**config.mk**
```make
export PLATFORM = sky130hd
export DESIGN_NAME = bfac_mod_lane
export DESIGN_NICKNAME = d
export VERILOG_FILES = /design/src/assert_macros.svh /design/src/bfac_pkg.sv /design/src/bfac_mod_lane.sv
export SDC_FILE = /design/constraint.sdc
export NUM_CORES = 1
export LEC_CHECK = 0
export ABC_AREA = 1
export BUFFER_PORTS_ARGS = -buffer_cell sky130_fd_sc_hd__buf_2
export CAP_MARGIN = 15
export CORE_MARGIN = 3
export CORE_UTILIZATION = 55
export CTS_CLUSTER_SIZE = 8
export DETAILED_ROUTE_END_ITERATION = 10
export GPL_TIMING_DRIVEN = 0
export MAX_ROUTING_LAYER = met4
export PLACE_DENSITY = 0.84
export SYNTH_ARGS = -nofsm -noshare
export SYNTH_HDL_FRONTEND = slang
export SYNTH_SLANG_ARGS = --single-unit
```
**constraint.sdc**
```tcl
create_clock -name aclk -period 2.45 [get_ports aclk]
set_input_delay 0.1225 -clock aclk [delete_from_list [all_inputs] [get_ports aclk]]
set_output_delay 0.1225 -clock aclk [all_outputs]
set_load 0.01 [all_outputs]
```
**src/assert_macros.svh**
```systemverilog
// Assertion macros used by the top-level RTL file
`ifndef ASSERT_MACROS_SVH
`define ASSERT_MACROS_SVH

// cond must never hold
`define BFAC_ASSERT_NEVER(label, clk, rstn, cond) \
    label: assert property (@(posedge clk) disable iff (!rstn) !(cond)) \
        else $error("bloom filter check failed");

// ante implies cons in the same cycle
`define BFAC_ASSERT_IMPL(label, clk, rstn, ante, cons) \
    label: assert property (@(posedge clk) disable iff (!rstn) (ante) |-> (cons)) \
        else $error("bloom filter check failed");

// ante implies cons in the next cycle
`define BFAC_ASSERT_NEXT(label, clk, rstn, ante, cons) \
    label: assert property (@(posedge clk) disable iff (!rstn) (ante) |=> (cons)) \
        else $error("bloom filter check failed");

`endif

```
**src/bfac_pkg.sv**
```systemverilog
// Shared types and constants of the bloom filter block
`timescale 1ns / 1ps
package bfac_pkg;
    localparam int HASH_W     = 32;
    localparam int HASH_FIELDS = 4;
    localparam int HCNT_W     = 3;
    localparam int STEP_CNT_W = 5;
    localparam int VB_W       = 17;
    localparam int CFG_IDX_W  = 2;

    localparam logic [CFG_IDX_W-1:0] REG_VECTOR_BITS   = 2'd0;
    localparam logic [CFG_IDX_W-1:0] REG_HASHES_IN_USE = 2'd1;

    localparam logic [7:0] BIT_MSB = 8'h80;

    typedef struct packed {
        logic              start;
        logic              is_check;
        logic [HCNT_W-1:0] count;
    } bfac_cmd_t;

    typedef struct packed {
        logic clearing;
        logic done;
        logic present;
    } bfac_sts_t;
endpackage

```
**src/bfac_mod_lane.sv**
```systemverilog
// One lane: bit-serial remainder of a 32-bit hash by the vector length
`timescale 1ns / 1ps
module bfac_mod_lane import bfac_pkg::*; #(
    parameter int LEN_W = 17,
    parameter int IDX_W = 16
) (
    input  logic              aclk,
    input  logic              load,
    input  logic              step,
    input  logic [LEN_W-1:0]  len,
    input  logic [HASH_W-1:0] hash,
    output logic [IDX_W-1:0]  rem
);
    logic [HASH_W-1:0] sh_reg, sh_next;
    logic [LEN_W-1:0]  rem_reg, rem_next;
    logic [LEN_W:0]    trial;

    always_comb begin
        trial    = {rem_reg, sh_reg[HASH_W-1]};
        sh_next  = sh_reg;
        rem_next = rem_reg;
        if (load) begin
            sh_next  = hash;
            rem_next = '0;
        end else if (step) begin
            sh_next = {sh_reg[HASH_W-2:0], 1'b0};
            if (trial >= {1'b0, len}) begin
                rem_next = LEN_W'(trial - {1'b0, len});
            end else begin
                rem_next = LEN_W'(trial);
            end
        end
    end

    always_ff @(posedge aclk) begin
        sh_reg  <= sh_next;
        rem_reg <= rem_next;
    end

    assign rem = IDX_W'(rem_reg);
endmodule

```
Word-level counts from Yosys, hierarchy flattened
Cells that the tools add are included.
W data, S select, Z words.

storage, ports and cells
  register bits after elaboration = 49
  input bits = 52

operators by class
  $add $sub $neg = 1
  $lt $le $gt $ge = 1
  mux-type cells = 3
  reductions and logical operators = 1

operators by type and width
  cell                count
  $mux W32            2
  $ge A18 B17 Y1      1
  $mux W17            1
  $sub A17 B17 Y17    1
  $reduce_bool A2 Y1  1

Longest topological paths before layout
  depth in word-level cells = 2
  depth in mapped cells = 14
  depth with buffers taken out = 14

Least setup slack after synthesis
OpenSTA, ideal clock, no wires.

  path type = reg-to-reg
  start point = register sh_reg[31]
  end point = register rem_reg[6]
  setup time = 0.156 ns
  arrival = 1.749 ns
  data required time = 2.294 ns
  path slack = 0.546 ns
  stages on the path, launching flop included = 12
  cell sequence = edfxtp_1 inv_1 ha_1 inv_1 fa_1 nand3_1 nand3_2 nand2_4 buf_2 nand3_1 nand3_1 o21ai_1

between the ends
  longest elaborated chain between the ends = 2
  elaborated cells on any way between the ends = 3
  classes of those cells = 1 x add/sub; 1 x order compare; 1 x mux

RTL lines
  what                                                RTL line                                  source
  start: declaration                                  bfac_mod_lane.sv:14                       logic [HASH_W-1:0] sh_reg, sh_next;
  start signal: assignment                            bfac_mod_lane.sv:36                       sh_reg <= sh_next;
  $sub A17 B17 Y17 or $ge A18 B17 Y1 (tied branches)  bfac_mod_lane.sv:28, bfac_mod_lane.sv:27
  $mux W17 *                                          bfac_mod_lane.sv:27                       if (trial >= {1'b0, len}) begin
  end signal: assignment                              bfac_mod_lane.sv:37                       rem_reg <= rem_next;
  end: declaration                                    bfac_mod_lane.sv:15                       logic [LEN_W-1:0] rem_reg, rem_next;

Mark *: on every way between the ends. The rest lies on a longest branch, timed or not.
A chain may end at the register's enable or synchronous reset.

Final worst setup path
  start point = register sh_reg[31]
  end point = register rem_reg[11]

The elaborated chain is that of the path after synthesis.

==> results.sh <==
export IMPL_layout_commonest_cell="nand2_1"
export IMPL_vias_per_cell=5.012
export IMPL_grt_pass1_wl_mm=12.79
export IMPL_outcome="completed"
export IMPL_slew_headroom_pct=45.43
export IMPL_synthMuxAreaShare_pct=0
export IMPL_dr_pass1_iters=4
export IMPL_io_pins=68
export IMPL_total_power_mw=2.156
export IMPL_cts_hold_buf=0
export IMPL_startpoint_type="flip-flop"
export IMPL_die_area_mm2=0.007444
export IMPL_antennaDiodeCount=0
export IMPL_cts_buffers=5
export IMPL_synthAdderAreaFrac_pct=6.565
export IMPL_tns_ns=0
export IMPL_synth_top_cell_by_area="edfxtp_1"
export IMPL_setup_viol=0
export IMPL_layout_common_cells="nand2_1 (211), inv_1 (78), buf_2 (67), nand3_1 (35), edfxtp_1 (32)"
export IMPL_ys_ff_latch=49
export IMPL_crit_arrival_ns=2.40
export IMPL_end_kind="flip-flop"
export IMPL_yosysSeqAreaShare_pct=36.71
export IMPL_root_buffer="clkbuf_8"
export IMPL_cpPeakStageDelay_ns=0.44
export IMPL_p_per_area_mw_per_mm2=528.0
export IMPL_crit_path_start="sh_reg[31]$_DFFE_PP_"
export IMPL_cts_tree="yes"
export IMPL_synth_warnings=0
export IMPL_tightest_slew_ns=0.8176
export IMPL_crit_path_max_fanout=10
export IMPL_final_cells=655
export IMPL_dp_cells=647
export IMPL_drive_gt1_share_pct=21.90
export IMPL_cts_sinks=49
export IMPL_cp_slowest_cell="fa_1"
export IMPL_worstHoldStart="hash[13]"
export IMPL_start_util_pct=58.15
export IMPL_drt_iter0_markers=219
export IMPL_clkTransAtPathRegs_ns=0.09
export IMPL_cts_setup_buffers=0
export IMPL_grtUsageTotal_pct=22.04
export IMPL_syn_to_final_growth_pct=15.18
export IMPL_synth_compound_area_share_pct=2.824
export IMPL_yosys_area_share_xor_xnor_pct=1.730
export IMPL_fin_area_mm2=0.004083
export IMPL_vias=3283
export IMPL_hpwl_mm=5.994
export IMPL_avgSynthCellArea_um2=7.019
export IMPL_period_needed_ns=2.191
export IMPL_finClkSkew_ns=0.01294
export IMPL_routed_wl_mm=7.863
export IMPL_grt_setup_unrepaired="no"
export IMPL_io_buffer_count=66
export IMPL_syn_inst=505
export IMPL_place_gp_congestion=0.9707
export IMPL_synthDistinctLibCells=30
export IMPL_grt_pass1_vias=3040
export IMPL_fmax_mhz=456.4
export IMPL_ctsHtreeMaxLevel=2
export IMPL_crit_type="reg -> reg"
export IMPL_period_share_pct=89.43
export IMPL_drv_cap=0
export IMPL_largest_register_ffs=32
export IMPL_syn_area_mm2=0.003545
export IMPL_rows=28
export IMPL_finalNetCount=649
export IMPL_required_ns=2.66
export IMPL_antenna_left=0
export IMPL_grt_start_max_net_pins=22
export IMPL_drv_slew=0
export IMPL_path_buf_inv=3
export IMPL_ir_drop_uv=371.2
export IMPL_netlist_area_leader_share_pct=27.11
export IMPL_cts_buffer_depth=2
export IMPL_grt_overflow=0
export IMPL_critPathTopFamily="simple AND/OR/NAND/NOR gates"
export IMPL_nFillCells=561
export IMPL_timing_rr_start="sh_reg[31]$_DFFE_PP_"
export IMPL_ctsResizeCount=0
export IMPL_synthSimpleGateAreaFrac_pct=38.02
export IMPL_die_y_um=86.28
export IMPL_placed_area_mm2=0.003996
export IMPL_static_leakage_power_nw=2.346
export IMPL_antenna_found_initial=0
export IMPL_path_cells="inv_1 > ha_1 > inv_1 > fa_1 > nand3_1 > nand3_2 > nand2_4 > buf_2 > nand3_1 > nand3_2 > nand2_1"
export IMPL_synth_area_top_cells="edfxtp_1 (27%), nand2_1 (22%), dfxtp_1 (9.6%), inv_1 (8.3%), ha_1 (6.0%)"
export IMPL_chipWidth_um=86.28
export IMPL_clkLatencyLatePin_ns=0.31
export IMPL_hold_path_class="in -> reg"
export IMPL_core_mm2=0.006096
export IMPL_finalHoldViolations=0
export IMPL_wl_per_cell_um=12.00
export IMPL_synth_top_family_by_area="simple AND/OR/NAND/NOR gates"
export IMPL_drc=0
export IMPL_syn_num_nets=575
-- worst reg2reg max path, stage by stage, from the launching register on --
cell and delay [ns]:
edfxtp_1 0.37, inv_1 0.09, ha_1 0.14, inv_1 0.08, fa_1 0.44, nand3_1 0.15
nand3_2 0.13, nand2_4 0.16, buf_2 0.27, nand3_1 0.13, nand3_2 0.09, nand2_1 0.05
-- Yosys cell counts --
cell type,instances
a21oi_1,10
xor2_1,2
xnor2_1,5
nor3_1,2
nor3_4,1
clkbuf_1,7
nand3_2,12
nor2_2,4
nand3_1,35
nand4_1,2
buf_12,1
nand2_2,9
buf_2,1
o21ai_1,3
clkinv_1,1
o21ai_0,7
nor2_1,15
or2_1,1
nand2_4,2
ha_1,17
and2_1,1
nand3b_1,5
inv_1,78
inv_2,3
buf_4,19
nand2_1,211
dfxtp_1,17
edfxtp_1,32
nor2_4,1
fa_1,1
-- final timing paths --
| path | endpoint | slack, ns | depth (start not counted) |
|---|---|---|---|
| setup / recovery | rem_reg[11]$_SDFFE_PP0P_ | 0.26 | 11 |
| hold / removal | sh_reg[13]$_DFFE_PP_ | 0.09 | 3 |
| setup reg to reg | rem_reg[11]$_SDFFE_PP0P_ | 0.26 | 11 |
| hold reg to reg | rem_reg[16]$_SDFFE_PP0P_ | 0.49 | 2 |
-- routing by layer --
layer	up-vias	wire, µm	share of wire, %	global-route usage, %
met5	-	0	0	-
met4	0	161	2.0	6.941
met3	16	450	5.7	3.327
met2	90	3858	49	37.56
met1	1484	3393	43	26.99
li1	1693	-	-	-
-- where the power goes --
group / internal (mW) / total, mW / switching [mW]
sequential: 0.971 / 1.01 / 0.0380
combinational: 0.267 / 0.655 / 0.389
clock: 0.204 / 0.491 / 0.287
-- cells by family (layout without fill, tap and decap cells) --
logic type	Yosys count	count (layout)
and+or+nand+nor	301	301
buffers and inverters	110	185
DFF	49	49
AOI/OAI and AO/OA	20	20
adders and majority gates	18	18
xor gates and xnor gates	7	7
-- final cells by class --
type | count | area, µm² | area share (%)
plain buffers | 28 | 193.9 | 4.750
clock buffers | 6 | 72.57 | 1.778
clock inverters | 2 | 13.76 | 0.3371
inverters | 82 | 307.8 | 7.539
multi-input cells | 346 | 1742 | 42.66
flip-flops and latches | 49 | 1301 | 31.87
well taps | 75 | 93.84 | 2.298
repair buffers | 67 | 357.8 | 8.765
-- stage by stage --
step / util (%) / hold WS, ns / setup WS [ns]
6_report: 66.97 / 0.08510 / 0.2590
5_1_grt: 66.97 / 0.08790 / 0.09260
4_1_cts: 66.97 / 0.07575 / 0.2787
3_5_place_dp: 65.56 / 0.3969 / 0.1903
3_3_place_gp: 65.11 / 0.3812 / 0.09519
2_1_floorplan: - / 0.2951 / 0.5457
(Power assumes the default switching activity.)
